===== config.mk =====
export PLATFORM = sky130hd
export DESIGN_NAME = char_lcd_4bit_interface_flat
export DESIGN_NICKNAME = d
export VERILOG_FILES = /design/src/clcd_pkg.sv /design/src/clcd_if.sv /design/src/clcd_cfg.sv /design/src/clcd_seq.sv /design/src/char_lcd_4bit_interface.sv /design/src/flat_wrapper.sv
export SDC_FILE = /design/constraint.sdc
export NUM_CORES = 1
export LEC_CHECK = 0
export CAP_MARGIN = 20
export CORE_MARGIN = 2
export CORE_UTILIZATION = 40
export CTS_BUF_LIST = sky130_fd_sc_hd__clkbuf_2
export DETAILED_ROUTE_END_ITERATION = 7
export DONT_BUFFER_PORTS = 1
export GPL_TIMING_DRIVEN = 1
export PLACE_DENSITY = 0.64
export SYNTH_ARGS = -nofsm -noshare
export SYNTH_HDL_FRONTEND = slang
export SYNTH_SLANG_ARGS = --single-unit

===== constraint.sdc =====
create_clock -name clk -period 4.8 [get_ports clk]
set_input_delay 0.96 -clock clk [delete_from_list [all_inputs] [get_ports clk]]
set_output_delay 0.96 -clock clk [all_outputs]
set_load 0.1 [all_outputs]

===== src/clcd_pkg.sv =====
// shared types and constants for the character lcd 4-bit driver
// no dependencies
package clcd_pkg;

  localparam int unsigned DataW = 8;
  localparam int unsigned NibW  = 4;

  // request codes
  localparam logic [1:0] OP_TICK  = 2'd0;
  localparam logic [1:0] OP_WRITE = 2'd1;
  localparam logic [1:0] OP_MOVE  = 2'd2;
  localparam logic [1:0] OP_CLEAR = 2'd3;

  // register indexes
  localparam logic [1:0] REG_POWER_UP    = 2'd0;
  localparam logic [1:0] REG_ENABLE_HIGH = 2'd1;
  localparam logic [1:0] REG_ENABLE_LOW  = 2'd2;
  localparam logic [1:0] REG_CLEAR_EXTRA = 2'd3;

  // lcd command bytes
  localparam logic [DataW-1:0] CMD_HOME      = 8'h02;
  localparam logic [DataW-1:0] CMD_FUNC_SET  = 8'h28;
  localparam logic [DataW-1:0] CMD_DISP_ON   = 8'h0C;
  localparam logic [DataW-1:0] CMD_ENTRY     = 8'h06;
  localparam logic [DataW-1:0] CMD_CLEAR     = 8'h01;
  localparam logic [DataW-1:0] CMD_DDRAM_L0  = 8'h80;
  localparam logic [DataW-1:0] CMD_DDRAM_L1  = 8'hC0;

  localparam logic [2:0] INIT_COUNT = 3'd5;
  localparam logic [2:0] INIT_LAST  = 3'd4;

  typedef struct packed {
    logic [DataW-1:0] power_up_ticks;
    logic [DataW-1:0] enable_high_ticks;
    logic [DataW-1:0] enable_low_ticks;
    logic [DataW-1:0] clear_extra_ticks;
  } cfg_regs_t;

  typedef struct packed {
    logic [1:0]       opcode;
    logic [DataW-1:0] byte_value;
    logic             is_data;
    logic [5:0]       column;
    logic             row;
  } cmd_t;

  typedef struct packed {
    logic            rs_level;
    logic            enable_level;
    logic [NibW-1:0] data_nibble;
    logic            busy_res;
    logic            rejected;
  } res_t;

  function automatic logic [DataW-1:0] init_byte(input logic [2:0] step);
    logic [DataW-1:0] b;
    case (step)
      3'd0:    b = CMD_HOME;
      3'd1:    b = CMD_FUNC_SET;
      3'd2:    b = CMD_DISP_ON;
      3'd3:    b = CMD_ENTRY;
      3'd4:    b = CMD_CLEAR;
      default: b = CMD_CLEAR;
    endcase
    return b;
  endfunction

endpackage


===== src/clcd_if.sv =====
// channel interfaces for the character lcd driver: request, result, register write
// no dependencies
interface clcd_cmd_if;
  logic       valid;
  logic       ready;
  logic [1:0] opcode;
  logic [7:0] byte_value;
  logic       is_data;
  logic [5:0] column;
  logic       row;
  modport source (output valid, opcode, byte_value, is_data, column, row, input ready);
  modport sink   (input valid, opcode, byte_value, is_data, column, row, output ready);
endinterface

interface clcd_res_if;
  logic       valid;
  logic       ready;
  logic       rs_level;
  logic       enable_level;
  logic [3:0] data_nibble;
  logic       busy_res;
  logic       rejected;
  modport source (output valid, rs_level, enable_level, data_nibble, busy_res, rejected,
                  input ready);
  modport sink   (input valid, rs_level, enable_level, data_nibble, busy_res, rejected,
                  output ready);
endinterface

interface clcd_cfg_if;
  logic       valid;
  logic       ready;
  logic [1:0] index;
  logic [7:0] data;
  modport source (output valid, index, data, input ready);
  modport sink   (input valid, index, data, output ready);
endinterface


===== src/clcd_cfg.sv =====
// timing register file for the character lcd driver
// depends on clcd_pkg and clcd_cfg_if
module clcd_cfg (
  input  logic               clk,
  input  logic               rst,
  clcd_cfg_if.sink           cfg,
  output clcd_pkg::cfg_regs_t regs
);

  assign cfg.ready = 1'b1;

  always_ff @(posedge clk) begin
    if (rst) begin
      regs.power_up_ticks    <= 8'd20;
      regs.enable_high_ticks <= 8'd1;
      regs.enable_low_ticks  <= 8'd1;
      regs.clear_extra_ticks <= 8'd2;
    end else if (cfg.valid) begin
      case (cfg.index)
        clcd_pkg::REG_POWER_UP:    regs.power_up_ticks    <= cfg.data;
        clcd_pkg::REG_ENABLE_HIGH: regs.enable_high_ticks <= cfg.data;
        clcd_pkg::REG_ENABLE_LOW:  regs.enable_low_ticks  <= cfg.data;
        clcd_pkg::REG_CLEAR_EXTRA: regs.clear_extra_ticks <= cfg.data;
        default: ;
      endcase
    end
  end

endmodule


===== src/clcd_seq.sv =====
// nibble sequencer: power-up wait, init bytes, enable strobes and clear wait
// depends on clcd_pkg
module clcd_seq (
  input  logic                clk,
  input  logic                rst,
  input  logic                accept,
  input  clcd_pkg::cmd_t      cmd,
  input  clcd_pkg::cfg_regs_t regs,
  output clcd_pkg::res_t      res_next
);

  typedef enum logic [2:0] {
    PH_POWER, PH_HI_EN, PH_HI_GAP, PH_LO_EN, PH_LO_GAP, PH_EXTRA, PH_IDLE
  } phase_t;

  phase_t     phase, phase_next;
  logic [7:0] tick_count, tick_count_next;
  logic [7:0] current_byte, current_byte_next;
  logic       current_rs, current_rs_next;
  logic [2:0] init_step, init_step_next;
  logic       extra_pend, extra_pend_next;

  logic [7:0] cnt_inc;
  logic [7:0] limit;
  logic       done;
  logic       rejected;
  logic [2:0] step_inc;

  assign cnt_inc  = tick_count + 8'd1;
  assign step_inc = init_step + 3'd1;

  always_comb begin
    case (phase)
      PH_POWER:             limit = regs.power_up_ticks;
      PH_HI_EN, PH_LO_EN:   limit = regs.enable_high_ticks;
      PH_HI_GAP, PH_LO_GAP: limit = regs.enable_low_ticks;
      PH_EXTRA:             limit = regs.clear_extra_ticks;
      default:              limit = 8'hFF;
    endcase
  end

  assign done = (cnt_inc >= limit);

  always_comb begin
    phase_next        = phase;
    tick_count_next   = tick_count;
    current_byte_next = current_byte;
    current_rs_next   = current_rs;
    init_step_next    = init_step;
    extra_pend_next   = extra_pend;
    rejected          = 1'b0;
    if (accept) begin
      if (cmd.opcode == clcd_pkg::OP_TICK) begin
        if (phase != PH_IDLE) begin
          tick_count_next = done ? 8'd0 : cnt_inc;
        end
        if (done) begin
          case (phase)
            PH_POWER: begin
              init_step_next    = 3'd0;
              current_byte_next = clcd_pkg::init_byte(3'd0);
              current_rs_next   = 1'b0;
              extra_pend_next   = 1'b0;
              phase_next        = PH_HI_EN;
            end
            PH_HI_EN:  phase_next = PH_HI_GAP;
            PH_HI_GAP: phase_next = PH_LO_EN;
            PH_LO_EN:  phase_next = PH_LO_GAP;
            PH_LO_GAP, PH_EXTRA: begin
              if (phase == PH_LO_GAP && extra_pend && regs.clear_extra_ticks != 8'd0) begin
                phase_next = PH_EXTRA;
              end else begin
                // byte finished: next init byte or idle
                extra_pend_next = 1'b0;
                if (init_step < clcd_pkg::INIT_COUNT) begin
                  init_step_next = step_inc;
                end
                if (init_step < clcd_pkg::INIT_COUNT && step_inc < clcd_pkg::INIT_COUNT) begin
                  current_byte_next = clcd_pkg::init_byte(step_inc);
                  current_rs_next   = 1'b0;
                  extra_pend_next   = (step_inc == clcd_pkg::INIT_LAST);
                  phase_next        = PH_HI_EN;
                end else begin
                  phase_next = PH_IDLE;
                end
              end
            end
            default: ;
          endcase
        end
      end else if (phase != PH_IDLE) begin
        rejected = 1'b1;
      end else begin
        tick_count_next = 8'd0;
        phase_next      = PH_HI_EN;
        case (cmd.opcode)
          clcd_pkg::OP_WRITE: begin
            current_byte_next = cmd.byte_value;
            current_rs_next   = cmd.is_data;
            extra_pend_next   = 1'b0;
          end
          clcd_pkg::OP_MOVE: begin
            current_byte_next = (cmd.row ? clcd_pkg::CMD_DDRAM_L1 : clcd_pkg::CMD_DDRAM_L0)
                                + {2'b00, cmd.column};
            current_rs_next   = 1'b0;
            extra_pend_next   = 1'b0;
          end
          default: begin
            current_byte_next = clcd_pkg::CMD_CLEAR;
            current_rs_next   = 1'b0;
            extra_pend_next   = 1'b1;
          end
        endcase
      end
    end
  end

  always_comb begin
    res_next.rs_level     = current_rs_next;
    res_next.enable_level = (phase_next == PH_HI_EN) || (phase_next == PH_LO_EN);
    res_next.data_nibble  = ((phase_next == PH_HI_EN) || (phase_next == PH_HI_GAP))
                            ? current_byte_next[7:4] : current_byte_next[3:0];
    res_next.busy_res     = (phase_next != PH_IDLE);
    res_next.rejected     = rejected;
  end

  always_ff @(posedge clk) begin
    if (rst) begin
      phase        <= PH_POWER;
      tick_count   <= 8'd0;
      current_byte <= 8'd0;
      current_rs   <= 1'b0;
      init_step    <= 3'd0;
      extra_pend   <= 1'b0;
    end else begin
      phase        <= phase_next;
      tick_count   <= tick_count_next;
      current_byte <= current_byte_next;
      current_rs   <= current_rs_next;
      init_step    <= init_step_next;
      extra_pend   <= extra_pend_next;
    end
  end

endmodule


===== src/char_lcd_4bit_interface.sv =====
// top level of the character lcd 4-bit driver
// depends on clcd_pkg, clcd_if, clcd_cfg and clcd_seq
//
//   port   dir    role
//   cmd    sink   tick, write, move and clear requests
//   res    source pin levels, busy and rejected flag, one per request
//   cfg    sink   timing register writes, always ready
//
// every request transaction yields one result, held in an output register;
// a new request is taken each cycle the register is empty or being drained.
// reset clears the sequencer to the power-up wait and the registers to their
// defaults. a stalled result blocks only the request side.
module char_lcd_4bit_interface (
  input  logic      clk,
  input  logic      rst,
  clcd_cmd_if.sink  cmd,
  clcd_res_if.source res,
  clcd_cfg_if.sink  cfg
);

  clcd_pkg::cfg_regs_t regs;
  clcd_pkg::cmd_t      cmd_word;
  clcd_pkg::res_t      res_next;
  clcd_pkg::res_t      res_reg;
  logic                accept;
  logic                res_valid;

  assign cmd.ready = !res_valid || res.ready;
  assign accept    = cmd.valid && cmd.ready;

  assign cmd_word.opcode     = cmd.opcode;
  assign cmd_word.byte_value = cmd.byte_value;
  assign cmd_word.is_data    = cmd.is_data;
  assign cmd_word.column     = cmd.column;
  assign cmd_word.row        = cmd.row;

  clcd_cfg u_cfg (
    .clk  (clk),
    .rst  (rst),
    .cfg  (cfg),
    .regs (regs)
  );

  clcd_seq u_seq (
    .clk      (clk),
    .rst      (rst),
    .accept   (accept),
    .cmd      (cmd_word),
    .regs     (regs),
    .res_next (res_next)
  );

  always_ff @(posedge clk) begin
    if (rst) begin
      res_valid <= 1'b0;
    end else if (accept) begin
      res_valid <= 1'b1;
    end else if (res.ready) begin
      res_valid <= 1'b0;
    end
  end

  always_ff @(posedge clk) begin
    if (accept) begin
      res_reg <= res_next;
    end
  end

  assign res.valid        = res_valid;
  assign res.rs_level     = res_reg.rs_level;
  assign res.enable_level = res_reg.enable_level;
  assign res.data_nibble  = res_reg.data_nibble;
  assign res.busy_res     = res_reg.busy_res;
  assign res.rejected     = res_reg.rejected;

endmodule


===== src/flat_wrapper.sv =====
// flat-port wrapper written by rule: the top's interface ports become plain ports
module char_lcd_4bit_interface_flat 
  (clk, rst, cmd_valid, cmd_opcode, cmd_byte_value, cmd_is_data, cmd_column, cmd_row, cmd_ready, res_valid, res_rs_level, res_enable_level, res_data_nibble, res_busy_res, res_rejected, res_ready, cfg_valid, cfg_index, cfg_data, cfg_ready);
  clcd_cmd_if cmd_i ();
  clcd_res_if res_i ();
  clcd_cfg_if cfg_i ();
  input  logic clk;
  input  logic rst;
  input wire logic [$bits(cmd_i.valid)-1:0] cmd_valid;
  input wire logic [$bits(cmd_i.opcode)-1:0] cmd_opcode;
  input wire logic [$bits(cmd_i.byte_value)-1:0] cmd_byte_value;
  input wire logic [$bits(cmd_i.is_data)-1:0] cmd_is_data;
  input wire logic [$bits(cmd_i.column)-1:0] cmd_column;
  input wire logic [$bits(cmd_i.row)-1:0] cmd_row;
  output wire logic [$bits(cmd_i.ready)-1:0] cmd_ready;
  output wire logic [$bits(res_i.valid)-1:0] res_valid;
  output wire logic [$bits(res_i.rs_level)-1:0] res_rs_level;
  output wire logic [$bits(res_i.enable_level)-1:0] res_enable_level;
  output wire logic [$bits(res_i.data_nibble)-1:0] res_data_nibble;
  output wire logic [$bits(res_i.busy_res)-1:0] res_busy_res;
  output wire logic [$bits(res_i.rejected)-1:0] res_rejected;
  input wire logic [$bits(res_i.ready)-1:0] res_ready;
  input wire logic [$bits(cfg_i.valid)-1:0] cfg_valid;
  input wire logic [$bits(cfg_i.index)-1:0] cfg_index;
  input wire logic [$bits(cfg_i.data)-1:0] cfg_data;
  output wire logic [$bits(cfg_i.ready)-1:0] cfg_ready;
  assign cmd_i.valid = cmd_valid;
  assign cmd_i.opcode = cmd_opcode;
  assign cmd_i.byte_value = cmd_byte_value;
  assign cmd_i.is_data = cmd_is_data;
  assign cmd_i.column = cmd_column;
  assign cmd_i.row = cmd_row;
  assign cmd_ready = cmd_i.ready;
  assign res_valid = res_i.valid;
  assign res_rs_level = res_i.rs_level;
  assign res_enable_level = res_i.enable_level;
  assign res_data_nibble = res_i.data_nibble;
  assign res_busy_res = res_i.busy_res;
  assign res_rejected = res_i.rejected;
  assign res_i.ready = res_ready;
  assign cfg_i.valid = cfg_valid;
  assign cfg_i.index = cfg_index;
  assign cfg_i.data = cfg_data;
  assign cfg_ready = cfg_i.ready;
  char_lcd_4bit_interface u_core (.clk(clk), .rst(rst), .cmd(cmd_i), .res(res_i), .cfg(cfg_i));
endmodule

==> summary.md, run 1 <==
| Metric | Value |
|---|---|
| Layout cell share with drive strength beyond 1 | 8.00% |
| Synthesis-stage register bit count | between 60 and 70 |
| Initial core utilization | between 40% and 50% |
| R2r worst-path depth | 13 |
| Syn_nets | 450 |
| Crit. Startpoint | u_core.u_seq.phase[1]$_SDFF_PP0_ |
| Root Driver | clkbuf_2 |
| Die X | slightly below 100 µm |
| Post-synth top area cell | dfxtp_1 |
| Dpl hpwl | 5680 µm |
| Reg2Reg Setup Slack | 800 ps |
| Post-synth EDFFs | 8 |
| DRC viols | 0 |
| Cell variety after synth | 52 |
| Layout area overhead | 6.48% |
| Psw | 0.282 mW |
| Switching share of power | 27.1% |
| GP Congestion | 0.852 |
| Multi-input gate area | 1890 µm² |
| Num CTS Buffers | 9 |
| Worst-path clk slew | 200 ps |
| Largest cells by area after synthesis | dfxtp_1 34%, a21oi_1 7.5%, edfxtp_1 7.1%, ha_1 6.3%, nor2_1 6.2% |
| Row cnt | 33 |
| Clock skew | 25.5 ps |
| Clk pwr share | 36.9% |
| TritonCTS clock tree | done |
| Crit path capture type | flip-flop |
| Max-Cap Viols | 0 |
| Synth Area in Adders | 6.25% |
| Fraction of the mapped netlist area in simple logic gates | 18.5% |
| Total negative slack | 0 ps |
| Setup crit start kind | flip-flop |
| Largest family of logic cells by synthesized area | compound AO/OA/AOI/OAI gates |
| Overall die height | 96.2 µm |
| Die area | 9260 µm² |
| CP Data Arrival Time | approximately 4400 ps |
| Post-synthesis sequential area ratio | between 40 and 50% |
| Reg2reg end | u_core.res.data_nibble[1]$_DFFE_PP_ |
| Primary FF master, synth | dfxtp_1 |
| Routed wire length | between 7000 and 8000 µm |
| Hold_ws | 472 ps |
| GR Overflow Total | 0 |
| Antenna fix cells | 0 |
| IO buf count | 0 |
| Max-slew violations | 0 |
| Total number of vias | between 2,000 and 3,000 |
| Pwr/cell area | 288 nW/µm² |
| Seq. cell area | between 1000 and 1500 µm² |
| Period minus WS final | approximately 4000 ps |
| Fill cell count | 853 |
| Final setup viols | 0 |
| Worst vdd ir | 147 µV |
| Clock sink total | 65 |
| Detailed router's first-iteration violation count | about 110 |
| Post-Syn Instances | 400 |
| CORE AREA | 8220 µm² |
| Critical Path Fanout Max | 19 |
| H-tree depth reported by CTS | 3 |
| First-pass GRT wire length | 12,600 µm |
| Hold Vio Cnt, Final | 0 |
| Leakage | 1.37 nW |
| Resized cells post-CTS | 0 |
| HP Class | primary input to flip-flop |
| Avg WL per Cell | 15.4 µm |
| Comb power frac | around 6.3% |
| Vias per inst | between 5 and 6 |
| Syn Std Cell Area | 3400 µm² |
| Worst path required time | roughly 5200 ps |
| Post-CTS Setup Bufs | 0 |
| CP Class | flip-flop to flip-flop |
| Hold_buf cts | 0 |
| Worst reg2reg startpoint | u_core.u_seq.phase[1]$_SDFF_PP0_ |
| Setup crit end | u_core.res.data_nibble[1]$_DFFE_PP_ |
| XOR/XNOR Fraction of Synth Area | 2.06% |
| Final Cycle Share | a little over four fifths |
| Sequential share of power | 56.8% |
| Status | complete, no violations |
| Fin util | 44.1% |
| IO Count | 44 |
| Drt pass-1 iters | 4 |
| Worst-Skew Late Latency | between 500 and 600 ps |
| Synth Area per Inst | 8.50 µm² |
| Worst Max-Slew Pin Slew | 902 ps |
| Final nets | about 450 |
| Worst rel slew slack | approximately two fifths |
| RSZ-0062 raised after global routing | no |
| Post-synth top area share | between 30 and 40% |
| Initial antenna violation count | 0 |
| Vias in the first global route | approximately 2,600 |
| Clock Path Buffers | 2 |
| Syn. warnings | 0 |
| Largest net degree at the start of global routing | slightly below 60 |
| Mux cell area share after synthesis | under 10% |
| F_max | 250 MHz |
| Final ANT Viol Nets | 0 |
| Compound-Gate Fraction of Synth Area | between 20% and 30% |
| Post-synth ARST share | 0% |
| All-Layer GR Usage | 18.0% |
| Internal | 0.760 mW |
[worst max-delay path, cell delays in order (launching register included)]
cell and delay, ps:
dfxtp_1 740, nor2_1 260, a221oi_1 290, a21oi_1 70, a21o_1 180, ha_1 260, and3_1 140, o21ai_1 60
a311oi_2 490, o21bai_2 140, o41ai_2 500, o211ai_2 170, a21oi_4 280, mux2i_1 270
[cells in the mapped netlist (2+ instances only)]
| master | number |
|---|---|
| dfxtp_1 | 57 |
| nor2_1 | 56 |
| a21oi_1 | 51 |
| nand2_1 | 49 |
| mux2i_1 | 18 |
| ha_1 | 17 |
| a22oi_1 | 14 |
| clkbuf_1 | 12 |
| inv_1 | 11 |
| a221oi_1 | 9 |
| edfxtp_1 | 8 |
| o21ai_0 | 8 |
| buf_1 | 6 |
| nor2b_1 | 6 |
| a211o_1 | 5 |
| nand3_1 | 5 |
| xnor2_1 | 5 |
| a31oi_1 | 4 |
| nand2b_1 | 4 |
| nor3_1 | 4 |
| and3b_1 | 3 |
| nand3b_1 | 3 |
| nor4_1 | 3 |
| o21a_1 | 3 |
| or2_2 | 3 |
| xor2_1 | 3 |
| a211oi_1 | 2 |
| a21o_1 | 2 |
| a32o_1 | 2 |
| and3_1 | 2 |
| buf_2 | 2 |
| nor3b_1 | 2 |
| o31ai_1 | 2 |
[stage by stage]
step	cell area [µm²]	power [mW]	setup slack, ps	cells
after global placement	3480	0.667	1090	488
after CTS	3620	1.05	874	504
final	3620	1.04	801	505
after floorplan	3400	0.660	985	400
after global routing	3620	1.08	403	505
after detailed placement	3480	0.669	911	488
[layout by cell type, fill, tap and decap left out, types with 3 or more instances in the layout]
cell      netlist  routed
dfxtp_1        57      57
nor2_1         56      56
a21oi_1        51      51
nand2_1        49      49
mux2i_1        18      18
ha_1           17      17
a22oi_1        14      14
inv_1          11      11
clkbuf_2        0      10
a221oi_1        9       9
o21ai_0         8       8
edfxtp_1        8       8
nor2b_1         6       6
nand3_1         5       5
xnor2_1         5       5
a211o_1         5       5
nand2b_1        4       4
nor3_1          4       4
a31oi_1         4       4
buf_4           1       4
xor2_1          3       3
nor4_1          3       3
or2_2           3       3
and3b_1         3       3
o21a_1          3       3
nand3b_1        3       3
[power groups by stage]
stage	Sequential (mW)	Combinational [mW]	Clock [mW]
finish	0.592	0.0653	0.385
CTS	0.592	0.0658	0.393
global route	0.594	0.0722	0.415
detailed placement	0.604	0.0657	0
floorplan	0.604	0.0557	0
global placement	0.603	0.0641	0
[flip-flops by register name, summed over array words and instances (netlist names)]
register                   count
u_core.u_cfg.regs             32
u_core.u_seq.current_byte      8
u_core.u_seq.tick_count        8
u_core.res.data_nibble         4
u_core.u_seq.init_step         3
u_core.u_seq.phase             3
u_core.res.busy_res            1
u_core.res.enable_level        1
u_core.res.rejected            1
u_core.res.rs_level            1
u_core.res.valid               1
u_core.u_seq.current_rs        1
u_core.u_seq.extra_pend        1
[cells by family after synthesis]
group | count (synthesis)
compound gates | 115
xor+xnor | 8
fa+ha+maj | 17
buf+inv | 33
flops | 65
mux | 19
other cells | 1
simple gates | 142
[layer usage]
layer / GRT usage, % / part of all wire [%] / vias to the layer above
met1: 22.1 / 46 / 1317
met5: 0 / 0 / -
met2: 29.8 / 48 / 78
li1: - / - / 1428
met3: 4.86 / 4.7 / 10
met4: 6.79 / 1.4 / 0
[worst min path at each step]
stage                                        from  slack, ps  cells after the start                                  to
2_1_floorplan  u_core.u_cfg.regs[16]$_SDFFE_PP1P_        440                      1  u_core.u_cfg.regs[16]$_SDFFE_PP1P_
3_3_place_gp   u_core.u_cfg.regs[10]$_SDFFE_PP0P_        450                      2  u_core.u_cfg.regs[10]$_SDFFE_PP0P_
3_5_place_dp   u_core.u_cfg.regs[12]$_SDFFE_PP0P_        450                      2  u_core.u_cfg.regs[12]$_SDFFE_PP0P_
4_1_cts                                       rst        440                      1  u_core.u_seq.current_rs$_SDFF_PP0_
5_1_grt                                       rst        420                      1  u_core.u_cfg.regs[23]$_SDFFE_PP0P_
6_report                                      rst        470                      1  u_core.u_cfg.regs[23]$_SDFFE_PP0P_
[final cells by class]
cell class / count / share of cell area, %
inverter: 12 / 1.24
multi-input combinational: 302 / 52.2
clock buffer: 9 / 1.24
timing repair buffer: 5 / 0.968
clock inverter: 7 / 2.59
sequential: 65 / 38.1
tap: 105 / 3.63
Note: power is estimated with default switching activity, not from simulation.
==> inputs of run 2 (changes only) <==
==> constraint.sdc (replaced) <==
create_clock -name clk -period 4.2 [get_ports clk]
set_input_delay 0.84 -clock clk [delete_from_list [all_inputs] [get_ports clk]]
set_output_delay 0.84 -clock clk [all_outputs]
set_load 0.1 [all_outputs]
==> summary.md, run 2 (synthesized netlist as in run 1, its figures left out) <==
| Metric | Value |
|---|---|
| Final nets | 448 (+0.67%) |
| Overall die height | 96.2 µm (unchanged) |
| Clock skew | 43.9 ps (+18.5 ps) |
| All-Layer GR Usage | 17.9% (-0.056 points) |
| Die X | 96.2 µm (unchanged) |
| Num CTS Buffers | 9 (unchanged) |
| R2r worst-path depth | 12 (-1) |
| Final ANT Viol Nets | 0 (unchanged) |
| Worst vdd ir | 141 µV (-4.3%) |
| Total negative slack | 0 ps (unchanged) |
| Row cnt | 33 (unchanged) |
| Fin util | 43.7% (-0.38 points) |
| Worst-path cell chain | nor2_1, nor2_1, a21oi_1, ha_1, and3_1, o21ai_1, a311oi_2, o21bai_2, o41ai_2, o211ai_2, a21oi_4, mux2i_1 |
| Clock sink total | 65 (unchanged) |
| Most common cell after layout, fill and taps aside | dfxtp_1 |
| Crit-path leading delay family | compound AO/OA/AOI/OAI gates |
| Reg2reg end | u_core.res.data_nibble[2]$_DFFE_PP_ |
| Vias in the first global route | 2,790 (+6.8%) |
| First-pass GRT wire length | 12,900 µm (+2.3%) |
| GR Overflow Total | 0 (unchanged) |
| Vias per inst | 5.62 (+0.25%) |
| Max-slew violations | 0 (unchanged) |
| Setup crit start kind | flip-flop |
| HP Class | primary input to flip-flop |
| Layout area overhead | 5.56% |
| Max-Cap Viols | 0 (unchanged) |
| Antenna fix cells | 0 (unchanged) |
| Status | complete, no violations |
| Worst rel slew slack | 40.2% (+0.22 points) |
| CORE AREA | 8220 µm² (unchanged) |
| Setup crit end | u_core.res.data_nibble[2]$_DFFE_PP_ |
| Detailed router's first-iteration violation count | 196 (+80%) |
| Final Cycle Share | 87.7% (+4.4 points) |
| DRC viols | 0 (unchanged) |
| Biggest regs | u_core.u_cfg.regs x32, u_core.u_seq.current_byte x8, u_core.u_seq.tick_count x8 |
| IO Count | 44 (unchanged) |
| Die area | 9260 µm² (unchanged) |
| Worst reg2reg startpoint | u_core.u_seq.phase[2]$_SDFF_PP0_ |
| Pwr/cell area | 296 nW/µm² (+2.8%) |
| Fill cell count | 860 (+0.82%) |
| Crit path capture type | flip-flop |
| CP peak stage delay | 590 ps (-150 ps) |
| Drt pass-1 iters | 4 (unchanged) |
| Most frequent cells in the layout | 57 x dfxtp_1, 56 x nor2_1, 51 x a21oi_1 |
| Initial antenna violation count | 0 (unchanged) |
| Worst path required time | 4580 ps (-600 ps) |
| Leakage | 1.36 nW (-0.33%) |
| Max reg flops | 32 (unchanged) |
| WP depth | 12 (-1) |
| Dpl hpwl | 5720 µm (+0.68%) |
| Root Driver | clkbuf_2 |
| Initial core utilization | 41.4% (unchanged) |
| Worst-path clk slew | 200 ps (about the same) |
| Period minus WS final | 3680 ps (-316 ps) |
| Crit. Startpoint | u_core.u_seq.phase[2]$_SDFF_PP0_ |
| Buf/Inv on CP | 0 (unchanged) |
| Total number of vias | 2,857 (+0.85%) |
| Resized cells post-CTS | 0 (unchanged) |
| CP max-delay cell | dfxtp_1 |
| Largest register by flop count | u_core.u_cfg.regs |
| Reg2Reg Setup Slack | 520 ps (-280 ps) |
| CP Data Arrival Time | 4060 ps (-320 ps) |
| Worst-Skew Late Latency | 520 ps (about the same) |
| Avg WL per Cell | 15.2 µm (-1.1%) |
| F_max | 271 MHz (+8.6%) |
| Critical Path Fanout Max | 11 (-8) |
| Clock Path Buffers | 2 (unchanged) |
| Final setup viols | 0 (unchanged) |
| IO buf count | 0 (unchanged) |
| GP Congestion | 0.878 (+3.0%) |
| Hold Vio Cnt, Final | 0 (unchanged) |
| Post-CTS Setup Bufs | 0 (unchanged) |
| Largest net degree at the start of global routing | 58 (unchanged) |
| RSZ-0062 raised after global routing | no |
| Hold_buf cts | 0 (unchanged) |
| Worst Max-Slew Pin Slew | 899 ps (-3.29 ps) |
| H-tree depth reported by CTS | 3 (unchanged) |
| Layout cell share with drive strength beyond 1 | 8.68% (+0.68 points) |
| TritonCTS clock tree | done |
| Crit path top cell by count | nor2_1 |
| CP Class | flip-flop to flip-flop |
| Routed wire length | 7730 µm (-0.54%) |
-- run 2: changes by cell type in the layout (fill, tap and decap cells not counted), sizes merged --
cell	change
bufinv	-2
clkinv	+2
buf	+3
inv	-1
clkbuf	+1
-- run 2: metrics by stage --
stage | power (mW) | hold WS (ps) | setup WS, ps | cells | area (µm²)
after floorplan | 0.754 | 435 | 385 | 400 | 3400
after detailed placement | 0.765 | 443 | 573 | 491 | 3500
after CTS | 1.07 | 320 | 512 | 507 | 3580
after global routing | 1.11 | 307 | 197 | 508 | 3590
after global placement | 0.762 | 443 | 677 | 491 | 3500
final | 1.06 | 346 | 517 | 508 | 3590
-- run 2: worst min-delay path by stage --
stage / endpoint / slack (ps) / cells past startpoint / startpoint
after floorplan: u_core.u_cfg.regs[16]$_SDFFE_PP1P_ / 440 / 1 / u_core.u_cfg.regs[16]$_SDFFE_PP1P_
after global placement: u_core.u_cfg.regs[12]$_SDFFE_PP0P_ / 440 / 2 / u_core.u_cfg.regs[12]$_SDFFE_PP0P_
after detailed placement: u_core.u_cfg.regs[12]$_SDFFE_PP0P_ / 440 / 2 / u_core.u_cfg.regs[12]$_SDFFE_PP0P_
after CTS: u_core.u_cfg.regs[10]$_SDFFE_PP0P_ / 320 / 1 / rst
after global routing: u_core.u_cfg.regs[24]$_SDFFE_PP0P_ / 310 / 1 / rst
final: u_core.u_cfg.regs[17]$_SDFFE_PP0P_ / 350 / 1 / rst
-- run 2: where the power goes --
group / leakage [nW] / total (mW) / internal, mW / switching, mW
Sequential: 0.538 / 0.676 / 0.645 / 0.0315
Combinational: 0.763 / 0.0752 / 0.0270 / 0.0482
Clock: 0.0591 / 0.311 / 0.0760 / 0.235
Total: 1.36 / 1.06 / 0.748 / 0.315
-- run 2: worst register-to-register path, delay by kind of cell (launching register included) --
family | cells | cell delay, ps
simple gates | 3 | 650
mux | 1 | 230
compound gates | 7 | 1770
fa+ha+maj | 1 | 300
flops | 1 | 590
-- run 2: final cells by class --
class                      count  area (µm²)  area share (%)
inverter                      12        45.0            1.25
multi-input combinational    302        1890            52.6
tap                          105         131            3.66
sequential                    65        1380            38.5
clock inverter                 6        35.0           0.976
clock buffer                  10        50.0            1.39
timing repair buffer           8        57.6            1.60
-- run 2: per-layer routing --
| metal | GRT usage (%) | up-vias | share of wire [%] |
|---|---|---|---|
| met2 | 29.6 | 73 | 48 |
| met5 | 0 | - | 0 |
| met3 | 4.86 | 15 | 4.9 |
| met1 | 21.9 | 1344 | 45 |
| met4 | 7.26 | 0 | 2.4 |
| li1 | - | 1425 | - |
==> inputs of run 3 (changes only) <==
--- a/config.mk
+++ b/config.mk
@@ -7,12 +7,13 @@
 export LEC_CHECK = 0
 export CAP_MARGIN = 20
 export CORE_MARGIN = 2
-export CORE_UTILIZATION = 40
+export CORE_UTILIZATION = 25
 export CTS_BUF_LIST = sky130_fd_sc_hd__clkbuf_2
 export DETAILED_ROUTE_END_ITERATION = 7
 export DONT_BUFFER_PORTS = 1
 export GPL_TIMING_DRIVEN = 1
-export PLACE_DENSITY = 0.64
+export PLACE_DENSITY = 0.48
+export RECOVER_POWER = 100
 export SYNTH_ARGS = -nofsm -noshare
 export SYNTH_HDL_FRONTEND = slang
 export SYNTH_SLANG_ARGS = --single-unit
==> summary.md, run 3 (synthesized netlist as in run 1, its figures left out) <==
| Metric | Value |
|---|---|
| TritonCTS clock tree | done |
| Hold Path Stages | 1 (unchanged) |
| Post-Layout Cell Count | 578 (+14%) |
| Max-Cap Viols | 0 (unchanged) |
| RSZ-0062 raised after global routing | no |
| Biggest regs | u_core.u_cfg.regs x32, u_core.u_seq.current_byte x8, u_core.u_seq.tick_count x8 |
| Clock sink total | 65 (unchanged) |
| GP Congestion | 0.863 (-1.7%) |
| Status | complete, no violations |
| Crit. Startpoint | u_core.u_seq.phase[2]$_SDFF_PP0_ |
| Worst vdd ir | 189 µV (+34%) |
| Clock skew | 23.8 ps (-20.2 ps) |
| Worst path required time | 4560 ps (-20 ps) |
| Worst reg2reg startpoint | u_core.u_seq.phase[2]$_SDFF_PP0_ |
| Pwr/cell area | 304 nW/µm² (+2.7%) |
| Final nets | 448 (unchanged) |
| Worst rel slew slack | 20.3% (-20 points) |
| Clock Path Buffers | 2 (unchanged) |
| Final setup viols | 0 (unchanged) |
| Reg2Reg Setup Slack | 420 ps (-100 ps) |
| Max reg flops | 32 (unchanged) |
| GR Overflow Total | 0 (unchanged) |
| Hold EP | u_core.u_cfg.regs[27]$_SDFFE_PP0P_ |
| Die area | 14,600 µm² (+57%) |
| Critical Path Fanout Max | 15 (+4) |
| CP Data Arrival Time | 4140 ps (+80 ps) |
| Reg2reg end | u_core.res.data_nibble[0]$_DFFE_PP_ |
| Avg WL per Cell | 14.7 µm (-3.3%) |
| F_max | 265 MHz (-2.5%) |
| Hold Vio Cnt, Final | 0 (unchanged) |
| Antenna fix cells | 0 (unchanged) |
| Largest register by flop count | u_core.u_cfg.regs |
| Worst-path clk slew | 190 ps (about the same) |
| CP Class | flip-flop to flip-flop |
| Row cnt | 42 (+27%) |
| Fin util | 27.8% (-16 points) |
| Layout area overhead | 8.13% |
| CP peak stage delay | 680 ps (+90 ps) |
| Setup slack after layout | 421 ps (-95.4 ps) |
| Worst-path cell chain | nor2_1, nor2_1, a21oi_1, ha_1, and3_1, o21ai_1, a311oi_2, o21bai_1, o41ai_2, o211ai_1, a21oi_4, mux2i_1 |
| Root Driver | clkbuf_2 |
| First-pass GRT wire length | 14,000 µm (+8.5%) |
| Overall die height | 121 µm (+25%) |
| Total number of vias | 2,819 (-1.3%) |
| Max-slew violations | 0 (unchanged) |
| Initial core utilization | 25.7% (-16 points) |
| Most frequent cells in the layout | 57 x dfxtp_1, 56 x nor2_1, 51 x a21oi_1 |
| Largest net degree at the start of global routing | 58 (unchanged) |
| Post-CTS Setup Bufs | 0 (unchanged) |
| HP Class | primary input to flip-flop |
| Most common cell after layout, fill and taps aside | dfxtp_1 |
| Vias in the first global route | 2,815 (+0.90%) |
| Vias per inst | 4.88 (-13%) |
| Pre-CTS WS | 572 ps (-0.748 ps) |
| All-Layer GR Usage | 12.2% (-5.7 points) |
| Start point of the worst hold path | rst |
| Drt pass-1 iters | 4 (unchanged) |
| Worst Max-Slew Pin Slew | 1200 ps (+297 ps) |
| Layout cell share with drive strength beyond 1 | 6.22% (-2.5 points) |
| DRC viols | 0 (unchanged) |
| Detailed router's first-iteration violation count | 181 (-7.7%) |
| Resized cells post-CTS | 0 (unchanged) |
| IO buf count | 0 (unchanged) |
| Total negative slack | 0 ps (unchanged) |
| Crit path top cell by count | nor2_1 |
| Final ANT Viol Nets | 0 (unchanged) |
| Hold_buf cts | 0 (unchanged) |
| CP max-delay cell | dfxtp_1 |
| Setup crit start kind | flip-flop |
| Num CTS Buffers | 9 (unchanged) |
| Initial antenna violation count | 0 (unchanged) |
| CORE AREA | 13,200 µm² (+61%) |
| H-tree depth reported by CTS | 3 (unchanged) |
| Dpl hpwl | 6350 µm (+11%) |
| IO Count | 44 (unchanged) |
| Post-Place Cells | 562 (+14%) |
| Leakage | 1.37 nW (+0.42%) |
| Routed wire length | 8500 µm (+10%) |
| R2r worst-path depth | 12 (unchanged) |
| Die X | 121 µm (+25%) |
| Period minus WS final | 3780 ps (+95.4 ps) |
| Crit path capture type | flip-flop |
| Worst-Skew Late Latency | 520 ps (about the same) |
| Final Power | 1.12 mW (+5.2%) |
| Final Cycle Share | 90.0% (+2.3 points) |
run 3: changes by cell type in the layout (fill, tap and decap cells not counted), moves of 2 or more:
| cell | delta |
|---|---|
| buf_4 | -3 |
| clkbuf_1 | +4 |
| clkbuf_2 | -2 |
| clkinv_2 | -3 |
| clkinvlp_4 | +2 |
run 3: power breakdown:
part | internal, mW | switching (mW)
clock | 0.129 | 0.237
sequential | 0.645 | 0.0321
combinational | 0.0256 | 0.0483
total | 0.800 | 0.318
run 3: metal layers:
metal	wire length, µm	share of wire (%)	GRT usage [%]	up-vias
met1	3910	46	15.0	1318
met2	4070	48	20.2	68
met4	126	1.5	4.29	0
met3	400	4.7	3.68	11
li1	-	-	-	1422
met5	0	0	0	-
run 3: area by class of cell:
class / instances / area, µm²
repair buffers: 8 / 45.0
multi-input cells: 302 / 1880
clock inverters: 6 / 60.1
well taps: 176 / 220
inverters: 12 / 45.0
clock buffers: 9 / 45.0
fillers: 1473 / 9570
flip-flops and latches: 65 / 1380
run 3: critical path: cells and delay by family, from the launching register on:
family,cells,cell delay (ps)
and+or+nand+nor,3,620
adders and majority gates,1,310
muxes,1,220
DFF,1,680
AOI/OAI and AO/OA,7,1780
run 3: per-stage QoR:
stage | cell area, µm² | hold WS [ps]
floorplan | 3400 | 435
global placement | 3590 | 443
detailed placement | 3590 | 451
CTS | 3690 | 325
global route | 3680 | 291
finish | 3680 | 361
run 3: worst max path at each step:
stage                                          endpoint  slack [ps]
floorplan           u_core.res.data_nibble[1]$_DFFE_PP_         380
global placement    u_core.res.data_nibble[1]$_DFFE_PP_         630
detailed placement  u_core.res.data_nibble[3]$_DFFE_PP_         570
CTS                 u_core.res.data_nibble[0]$_DFFE_PP_         510
global route        u_core.res.data_nibble[3]$_DFFE_PP_          70
finish              u_core.res.data_nibble[0]$_DFFE_PP_         420
